`src/rtl/cmta_pkg.sv`:
```
// ----------------------------------------------------------------------------
// Cube map texel addressing package
// Shared widths, face codes and pipeline payload types.
// ----------------------------------------------------------------------------
package cmta_pkg;

  localparam int unsigned DirW      = 16;  // Q1.15 direction component
  localparam int unsigned TexW      = 12;  // texel index
  localparam int unsigned FracW     = 16;  // Q0.16 blend fraction
  localparam int unsigned MagW      = 17;  // magnitude, offset sum, divisor
  localparam int unsigned QuoW      = TexW + FracW;  // quotient bits
  localparam int unsigned NumW      = QuoW;          // product (s + m) * L
  localparam int unsigned DivStep   = 2;   // quotient bits per stage
  localparam int unsigned DivStages = QuoW / DivStep;

  localparam logic [TexW-1:0] LastTexelRst = TexW'(255);

  typedef enum logic {
    CFG_LAST_TEXEL = 1'b0,
    CFG_BILINEAR   = 1'b1
  } cfg_idx_e;

  typedef enum logic [2:0] {
    FACE_PX = 3'd0,
    FACE_NX = 3'd1,
    FACE_PY = 3'd2,
    FACE_NY = 3'd3,
    FACE_PZ = 3'd4,
    FACE_NZ = 3'd5
  } face_e;

  // per-word side data that rides along the divider
  typedef struct packed {
    face_e            face;
    logic             zero;
    logic [MagW-1:0]  den;
  } item_t;

  // one restoring-division lane: partial remainder and shifting word
  // (remaining dividend bits on top, quotient bits shifting in below)
  typedef struct packed {
    logic [MagW-1:0]  rem;
    logic [QuoW-1:0]  bits;
  } div_lane_t;

endpackage

```
`src/rtl/cmta_select.sv`:
```
// ----------------------------------------------------------------------------
// Cube map face select stage
// Picks the major axis, projects the minor components onto u and v, and
// registers the offset coordinates (s + m) with the divisor 2m.
// ----------------------------------------------------------------------------
module cmta_select (
  input  logic                          clk_i,
  input  logic                          en_i,
  input  logic [cmta_pkg::DirW-1:0]     dir_x_i,
  input  logic [cmta_pkg::DirW-1:0]     dir_y_i,
  input  logic [cmta_pkg::DirW-1:0]     dir_z_i,
  output cmta_pkg::item_t               item_o,
  output logic [cmta_pkg::MagW-1:0]     sum_u_o,
  output logic [cmta_pkg::MagW-1:0]     sum_v_o
);
  import cmta_pkg::*;

  logic [MagW-1:0] xs, ys, zs, xn, yn, zn;
  logic [MagW-1:0] ax, ay, az, m;
  logic [MagW-1:0] su, sv;
  logic [MagW:0]   tu, tv;
  face_e           face;
  item_t           item_d;

  // magnitudes, major axis and projection
  always_comb begin
    xs = {dir_x_i[DirW-1], dir_x_i};
    ys = {dir_y_i[DirW-1], dir_y_i};
    zs = {dir_z_i[DirW-1], dir_z_i};
    xn = MagW'(0) - xs;
    yn = MagW'(0) - ys;
    zn = MagW'(0) - zs;
    ax = dir_x_i[DirW-1] ? xn : xs;
    ay = dir_y_i[DirW-1] ? yn : ys;
    az = dir_z_i[DirW-1] ? zn : zs;

    if (ax >= ay && ax >= az) begin
      m    = ax;
      face = dir_x_i[DirW-1] ? FACE_NX : FACE_PX;
    end else if (ay >= az) begin
      m    = ay;
      face = dir_y_i[DirW-1] ? FACE_NY : FACE_PY;
    end else begin
      m    = az;
      face = dir_z_i[DirW-1] ? FACE_NZ : FACE_PZ;
    end

    case (face)
      FACE_PX: begin su = zn; sv = yn; end
      FACE_NX: begin su = zs; sv = yn; end
      FACE_PY: begin su = xs; sv = zs; end
      FACE_NY: begin su = xs; sv = zn; end
      FACE_PZ: begin su = xs; sv = yn; end
      FACE_NZ: begin su = xn; sv = yn; end
      default: begin su = xs; sv = ys; end
    endcase

    tu = {su[MagW-1], su} + {1'b0, m};
    tv = {sv[MagW-1], sv} + {1'b0, m};

    item_d.face = face;
    item_d.zero = (m == '0);
    item_d.den  = {m[MagW-2:0], 1'b0};
  end

  // hold the stage while stalled
  always_ff @(posedge clk_i) begin
    if (en_i) begin
      item_o  <= item_d;
      sum_u_o <= tu[MagW-1:0];
      sum_v_o <= tv[MagW-1:0];
    end
  end

endmodule

```
`src/rtl/cmta_div_stage.sv`:
```
// ----------------------------------------------------------------------------
// Cube map divider stage
// Runs DivStep restoring-division steps on the u and v lanes and registers
// them together with the side data.
// ----------------------------------------------------------------------------
module cmta_div_stage (
  input  logic                  clk_i,
  input  logic                  en_i,
  input  cmta_pkg::item_t       item_i,
  input  cmta_pkg::div_lane_t   u_i,
  input  cmta_pkg::div_lane_t   v_i,
  output cmta_pkg::item_t       item_o,
  output cmta_pkg::div_lane_t   u_o,
  output cmta_pkg::div_lane_t   v_o
);
  import cmta_pkg::*;

  function automatic div_lane_t div_bit(div_lane_t l, logic [MagW-1:0] den);
    logic [MagW:0] t;
    logic [MagW:0] d;
    div_lane_t     r;
    t = {l.rem, l.bits[QuoW-1]};
    d = {1'b0, den};
    if (t >= d) begin
      r.rem  = MagW'(t - d);
      r.bits = {l.bits[QuoW-2:0], 1'b1};
    end else begin
      r.rem  = t[MagW-1:0];
      r.bits = {l.bits[QuoW-2:0], 1'b0};
    end
    return r;
  endfunction

  div_lane_t u_d, v_d;

  // retire DivStep quotient bits per lane
  always_comb begin
    u_d = u_i;
    v_d = v_i;
    for (int k = 0; k < DivStep; k++) begin
      u_d = div_bit(u_d, item_i.den);
      v_d = div_bit(v_d, item_i.den);
    end
  end

  always_ff @(posedge clk_i) begin
    if (en_i) begin
      item_o <= item_i;
      u_o    <= u_d;
      v_o    <= v_d;
    end
  end

endmodule

```
`src/rtl/cube_map_texel_addressing.sv`:
```
// ----------------------------------------------------------------------------
// Cube map texel addressing
// Maps a Q1.15 direction vector to a cube face, texel pair and Q0.16
// bilinear fractions.
// ----------------------------------------------------------------------------
// Usage:
//   Input channel in_valid_i/in_ready_o carries one direction word (dir_x,
//   dir_y, dir_z). Output channel out_valid_o/out_ready_i carries the face,
//   low and high column/row and fractions, or the zero_vector flag.
//   The pipeline has 17 register stages: one face-select stage, one multiply
//   stage, 14 divider stages of two quotient bits each (28-bit quotient:
//   12 integer, 16 fraction) and one output stage.
//   Throughput is one word per cycle while out_ready_i stays high; every
//   stage holds its own valid bit. When the receiver stalls, the output
//   stage holds its word and the stall walks back only through full
//   stages, so empty stages keep filling and in_ready_o drops only once
//   the whole pipeline is full.
//   Reset clears all valid bits, sets last_texel to 255 and bilinear mode
//   on. Write configuration through cfg_we_i/cfg_idx_i/cfg_data_i only while
//   no word is in flight.
// ----------------------------------------------------------------------------
module cube_map_texel_addressing (
  input  logic                          clk_i,
  input  logic                          rst_ni,
  input  logic                          cfg_we_i,
  input  logic                          cfg_idx_i,
  input  logic [cmta_pkg::TexW-1:0]     cfg_data_i,
  input  logic                          in_valid_i,
  output logic                          in_ready_o,
  input  logic [cmta_pkg::DirW-1:0]     dir_x_i,
  input  logic [cmta_pkg::DirW-1:0]     dir_y_i,
  input  logic [cmta_pkg::DirW-1:0]     dir_z_i,
  output logic                          out_valid_o,
  input  logic                          out_ready_i,
  output logic [2:0]                    face_o,
  output logic [cmta_pkg::TexW-1:0]     col_lo_o,
  output logic [cmta_pkg::TexW-1:0]     row_lo_o,
  output logic [cmta_pkg::TexW-1:0]     col_hi_o,
  output logic [cmta_pkg::TexW-1:0]     row_hi_o,
  output logic [cmta_pkg::FracW-1:0]    col_frac_o,
  output logic [cmta_pkg::FracW-1:0]    row_frac_o,
  output logic                          zero_vector_o
);
  import cmta_pkg::*;

  localparam int unsigned NStg = DivStages + 3;
  localparam int unsigned OutS = NStg - 1;

  logic [TexW-1:0]  last_texel_q;
  logic             bilinear_q;
  logic [NStg-1:0]  valid_q;
  logic [NStg:0]    en;

  item_t            sel_item;
  logic [MagW-1:0]  sum_u, sum_v;
  item_t            mul_item_q;
  logic [NumW-1:0]  num_u_q, num_v_q;
  logic [MagW+TexW-1:0] prod_u, prod_v;

  item_t            div_item [DivStages+1];
  div_lane_t        div_u    [DivStages+1];
  div_lane_t        div_v    [DivStages+1];

  // configuration registers
  always_ff @(posedge clk_i or negedge rst_ni) begin
    if (!rst_ni) begin
      last_texel_q <= LastTexelRst;
      bilinear_q   <= 1'b1;
    end else if (cfg_we_i) begin
      case (cfg_idx_e'(cfg_idx_i))
        CFG_LAST_TEXEL: last_texel_q <= cfg_data_i;
        CFG_BILINEAR:   bilinear_q   <= cfg_data_i[0];
        default:        ;
      endcase
    end
  end

  // a stage advances when it is empty or the next one advances
  always_comb begin
    en[NStg] = out_ready_i;
    for (int k = NStg - 1; k >= 0; k--) begin
      en[k] = !valid_q[k] || en[k+1];
    end
  end

  assign in_ready_o  = en[0];
  assign out_valid_o = valid_q[OutS];

  // valid bits travel with the words
  always_ff @(posedge clk_i or negedge rst_ni) begin
    if (!rst_ni) begin
      valid_q <= '0;
    end else begin
      if (en[0]) begin
        valid_q[0] <= in_valid_i;
      end
      for (int k = 1; k < NStg; k++) begin
        if (en[k]) begin
          valid_q[k] <= valid_q[k-1];
        end
      end
    end
  end

  // stage 0: face select
  cmta_select u_select (
    .clk_i   (clk_i),
    .en_i    (en[0]),
    .dir_x_i (dir_x_i),
    .dir_y_i (dir_y_i),
    .dir_z_i (dir_z_i),
    .item_o  (sel_item),
    .sum_u_o (sum_u),
    .sum_v_o (sum_v)
  );

  // stage 1: scale offsets by the last texel
  assign prod_u = sum_u * last_texel_q;
  assign prod_v = sum_v * last_texel_q;

  always_ff @(posedge clk_i) begin
    if (en[1]) begin
      mul_item_q <= sel_item;
      num_u_q    <= prod_u[NumW-1:0];
      num_v_q    <= prod_v[NumW-1:0];
    end
  end

  // seed the divider: the top bits are already below the divisor
  always_comb begin
    div_item[0]   = mul_item_q;
    div_u[0].rem  = MagW'(num_u_q[NumW-1:TexW]);
    div_u[0].bits = {num_u_q[TexW-1:0], {FracW{1'b0}}};
    div_v[0].rem  = MagW'(num_v_q[NumW-1:TexW]);
    div_v[0].bits = {num_v_q[TexW-1:0], {FracW{1'b0}}};
  end

  // stages 2 .. DivStages+1: pipelined restoring division
  for (genvar g = 0; g < DivStages; g++) begin : g_div
    cmta_div_stage u_div (
      .clk_i  (clk_i),
      .en_i   (en[g+2]),
      .item_i (div_item[g]),
      .u_i    (div_u[g]),
      .v_i    (div_v[g]),
      .item_o (div_item[g+1]),
      .u_o    (div_u[g+1]),
      .v_o    (div_v[g+1])
    );
  end

  // output stage: neighbours, nearest mode and zero masking
  item_t            fin_item;
  logic [TexW-1:0]  c_lo, r_lo, c_hi, r_hi;
  logic [FracW-1:0] c_fr, r_fr;

  always_comb begin
    fin_item = div_item[DivStages];
    c_lo = div_u[DivStages].bits[QuoW-1:FracW];
    r_lo = div_v[DivStages].bits[QuoW-1:FracW];
    c_fr = div_u[DivStages].bits[FracW-1:0];
    r_fr = div_v[DivStages].bits[FracW-1:0];
    c_hi = (c_lo >= last_texel_q) ? last_texel_q : c_lo + TexW'(1);
    r_hi = (r_lo >= last_texel_q) ? last_texel_q : r_lo + TexW'(1);
    if (!bilinear_q) begin
      c_hi = c_lo;
      r_hi = r_lo;
      c_fr = '0;
      r_fr = '0;
    end
  end

  always_ff @(posedge clk_i) begin
    if (en[OutS]) begin
      zero_vector_o <= fin_item.zero;
      if (fin_item.zero) begin
        face_o     <= '0;
        col_lo_o   <= '0;
        row_lo_o   <= '0;
        col_hi_o   <= '0;
        row_hi_o   <= '0;
        col_frac_o <= '0;
        row_frac_o <= '0;
      end else begin
        face_o     <= fin_item.face;
        col_lo_o   <= c_lo;
        row_lo_o   <= r_lo;
        col_hi_o   <= c_hi;
        row_hi_o   <= r_hi;
        col_frac_o <= c_fr;
        row_frac_o <= r_fr;
      end
    end
  end

  // zero vector words carry a zero face, col_lo, row_hi and col_frac
  assert property (@(posedge clk_i) disable iff (!rst_ni)
    out_valid_o && zero_vector_o |-> face_o == '0 && col_lo_o == '0 &&
      row_hi_o == '0 && col_frac_o == '0)
    else $error("zero vector word has nonzero fields");

  // texel indices stay ordered and within the face
  assert property (@(posedge clk_i) disable iff (!rst_ni)
    out_valid_o |-> col_lo_o <= col_hi_o && row_lo_o <= row_hi_o &&
      col_hi_o <= last_texel_q && row_hi_o <= last_texel_q)
    else $error("texel index out of order or beyond last texel");

  // nearest mode gives no blend
  assert property (@(posedge clk_i) disable iff (!rst_ni)
    out_valid_o && !bilinear_q |-> col_frac_o == '0 && row_frac_o == '0 &&
      col_hi_o == col_lo_o)
    else $error("nearest mode word has blend data");

endmodule

```
`config.mk`:
```
export PLATFORM = sky130hd
export DESIGN_NAME = cube_map_texel_addressing
export DESIGN_NICKNAME = d
export VERILOG_FILES = /design/src/rtl/cmta_pkg.sv /design/src/rtl/cmta_select.sv /design/src/rtl/cmta_div_stage.sv /design/src/rtl/cube_map_texel_addressing.sv
export SDC_FILE = /design/constraint.sdc
export NUM_CORES = 2
export LEC_CHECK = 0
export BUFFER_PORTS_ARGS = -buffer_cell sky130_fd_sc_hd__buf_2
export CAP_MARGIN = 20
export CORE_MARGIN = 1.5
export CORE_UTILIZATION = 30
export DETAILED_ROUTE_END_ITERATION = 10
export PLACE_DENSITY = 0.48
export SYNTH_ARGS = -nofsm -noshare
export SYNTH_HDL_FRONTEND = slang
export SYNTH_SLANG_ARGS = --single-unit
```
`constraint.sdc`:
```
create_clock -name clk_i -period 22.5 [get_ports clk_i]
set_clock_uncertainty 0.05 [all_clocks]
set_input_delay 2.25 -clock clk_i [delete_from_list [all_inputs] [get_ports clk_i]]
set_output_delay 2.25 -clock clk_i [all_outputs]
set_load 0.01 [all_outputs]
```
==> metrics <==
status completed; final setup violation count 0; clock period minus worst slack slightly above 10 ns; cell count after synthesis 10600; syn_nets between 10000 and 15000; clock sinks 1416; number of stages on the worst hold path 0; worst hold slack after final layout approximately 0.3 ns; number of failing hold endpoints at the final stage 0; First DRT Iteration DRCs between 5000 and 6000; Setup Fix Bufs, Post-CTS 0; antenna violations before repair 12; post-route DRC violation count 0; hold path startpoint g_div[3].u_div.u_o[7]; DR pass1 iterations 7; Slowest Stage Delay on Critical Path 0.67 ns; count of H-tree levels built during CTS 4; DIE AREA 368000 um2; largest net degree at the start of global routing 80; setup slack of the most critical reg-to-reg path between 10 and 15 ns; number of buffer cells added on primary ports around 150; net total in the final layout 12300; fraction of final layout cells with drive strength greater than 1 0.101; flop and latch count out of synthesis between 1000 and 1500; detail-routed via count per cell ~5; dominant register cell in the synthesized netlist sky130_fd_sc_hd__edfxtp_1; Gates resized, CTS repair 0; clock latency of the later-clocked register in the worst-skew pair ~0.85 ns; total via count after detailed routing about 80000; first-pass GRT wire length ~480 mm; Slew Limit Headroom 0.239; required time at the endpoint of the critical path ~23 ns; worst-case setup margin in the final layout about 12 ns; endpoint type of the worst setup path flop; RSZ-0062 raised after global routing no; netlist area before placement about 110000 um2; cts bufs inserted ~170; sequential share of the synthesized area 0.388; Max-cap violations 0; synth unique cells 90; height of the die slightly above 600 um; DP HPWL between 200 and 300 mm; weighted congestion at the end of routability-driven global placement 0.879; transition at the pin with the smallest max-transition slack roughly 1.1 ns; Layout fillers 36400; Ys Warns 0; Worst setup SP type input port; die boundary width between 600 and 700 um; CP startpoint dir_y_i[0]; largest fanout on the critical path 18; WS Path Type input port to flop; Synth area leader sky130_fd_sc_hd__edfxtp_1; maximum operating frequency 0.0968 GHz; synthesis-to-finish area growth 11.2%; CTS Root Buffer Type sky130_fd_sc_hd__clkbuf_16; fin cells around 16000; FF+latch area 42400 um2; residual antenna-violating net count after detailed routing 0; setup TNS after final layout 0 ns; residual overflow from global routing 0; clock input transition at the sequential cells of the worst setup and hold paths roughly 0.06 ns; combined area of the multi-input logic cells around 63000 um2; initial core utilization 0.302; most area-consuming cells after synthesis sky130_fd_sc_hd__edfxtp_1 (38%), sky130_fd_sc_hd__ha_1 (13%), sky130_fd_sc_hd__fa_1 (6.3%); hold_buf cts 0; TritonCTS clock tree yes; GR Util All Layers 0.170; Post-Place Cells ~15000; depth of the most critical reg-to-reg path 24; DR WL/cell about 21 um; number of I/O pins around 150; critical path's slowest cell sky130_fd_sc_hd__a31oi_2; Core Box Area 363000 um2; buffers from clock root to sink, at most 4; Final Slew Violations 0; most common library cell in the layout ignoring fill and taps sky130_fd_sc_hd__edfxtp_1; proportion of netlist area held by the largest area contributor 0.381; share of async-settable or async-resettable flops after synthesis 0.0212; row count 221; path class of the lowest-slack min-delay path flop to flop; Post-Place Setup Slack 11.32 ns; mean cell area of the mapped netlist between 10 and 15 um2; number of enable flip-flop cells after synthesis between 1000 and 1500; commonest cells after routing, fill and taps aside sky130_fd_sc_hd__edfxtp_1 (1386), sky130_fd_sc_hd__ha_1 (1120), sky130_fd_sc_hd__inv_1 (919); via count of the first global-routing pass approximately 79000; start of the worst register-to-register path g_div[3].u_div.item_o[2]; Arr. time, crit path ~11 ns; post-detailed-routing wire length approximately 320 mm; fin crit share 0.459
## kinds of logic (layout without fill, tap and decap cells)
group / after synthesis / count (layout) / synth area share
flops: 1416 / 1416 / 0.388
mux: 557 / 557 / 0.0566
xor+xnor: 775 / 775 / 0.0623
buf+inv: 1192 / 1467 / 0.0411
simple gates: 2934 / 2934 / 0.130
compound gates: 2252 / 2252 / 0.132
fa+ha+maj: 1463 / 1463 / 0.191
other cells: 0 / 8 / 0
## critical path, delay by kind of cell
family,cells,cell delay [ns]
fa+ha+maj,4,1.22
buf+inv,5,0.82
xor+xnor,2,0.78
mux,1,0.23
simple gates,7,1.73
compound gates,15,3.73
## flip-flops by register name, summed over array words and instances, names as in the netlist, 20 cells and up
| register | count |
|---|---|
| div_item | 20 |
| g_div.u_div.v_o | 454 |
| g_div.u_div.item_o | 264 |
| num_u_q | 28 |
| u_select.item_o | 20 |
| num_v_q | 28 |
| g_div.u_div.u_o | 454 |
## path summary, 6_finish.rpt
kind / end
hold reg to reg: g_div[4].u_div.u_o[9]
setup reg to reg: g_div[4].u_div.v_o[32]
max in group asynchronous: valid_q[6]
setup / recovery: u_select.sum_u_o[16]
min in group asynchronous: valid_q[16]
hold / removal: g_div[4].u_div.u_o[9]
## synthesized netlist by cell type (70+ instances only)
cell,instances
sky130_fd_sc_hd__nand2b_1,107
sky130_fd_sc_hd__nand2_1,826
sky130_fd_sc_hd__nand3_1,198
sky130_fd_sc_hd__nand4_1,152
sky130_fd_sc_hd__mux2_2,488
sky130_fd_sc_hd__inv_1,928
sky130_fd_sc_hd__xnor2_1,557
sky130_fd_sc_hd__nor3_1,187
sky130_fd_sc_hd__nor2_1,720
sky130_fd_sc_hd__o21a_1,82
sky130_fd_sc_hd__o21bai_1,87
sky130_fd_sc_hd__ha_1,1120
sky130_fd_sc_hd__nor2b_1,176
sky130_fd_sc_hd__and3_1,111
sky130_fd_sc_hd__or3_1,82
sky130_fd_sc_hd__a21oi_1,658
sky130_fd_sc_hd__and2_1,185
sky130_fd_sc_hd__clkbuf_1,233
sky130_fd_sc_hd__o21ai_0,491
sky130_fd_sc_hd__a21o_1,333
sky130_fd_sc_hd__xor2_1,216
sky130_fd_sc_hd__fa_1,342
sky130_fd_sc_hd__a21boi_0,70
sky130_fd_sc_hd__edfxtp_1,1386
## layout make-up
type	count	share of cell area
Tap cell	4794	0.0493
Sequential cell	1416	0.349
Timing Repair Buffer	226	0.0117
Clock inverter	122	0.0101
Inverter	928	0.0288
Clock buffer	191	0.0362
Multi-Input combinational cell	7981	0.515
Antenna cell	8	0.000165
## stage by stage
step                cell area, um2   util
finish                      122000  0.335
global route                122000  0.335
CTS                         121000  0.335
detailed placement          116000  0.319
global placement            116000  0.319
floorplan                   109000      -
## per-layer routing
metal	share of wire	global-route usage	up-vias
met2	0.47	0.288	1671
met1	0.46	0.228	39300
met4	0.030	0.0480	0
li1	-	-	38600
met3	0.040	0.0193	408
met5	0	0	-
Power is not shown: default switching activity piles up to over one toggle a cycle in this logic, so the estimate is an artifact.
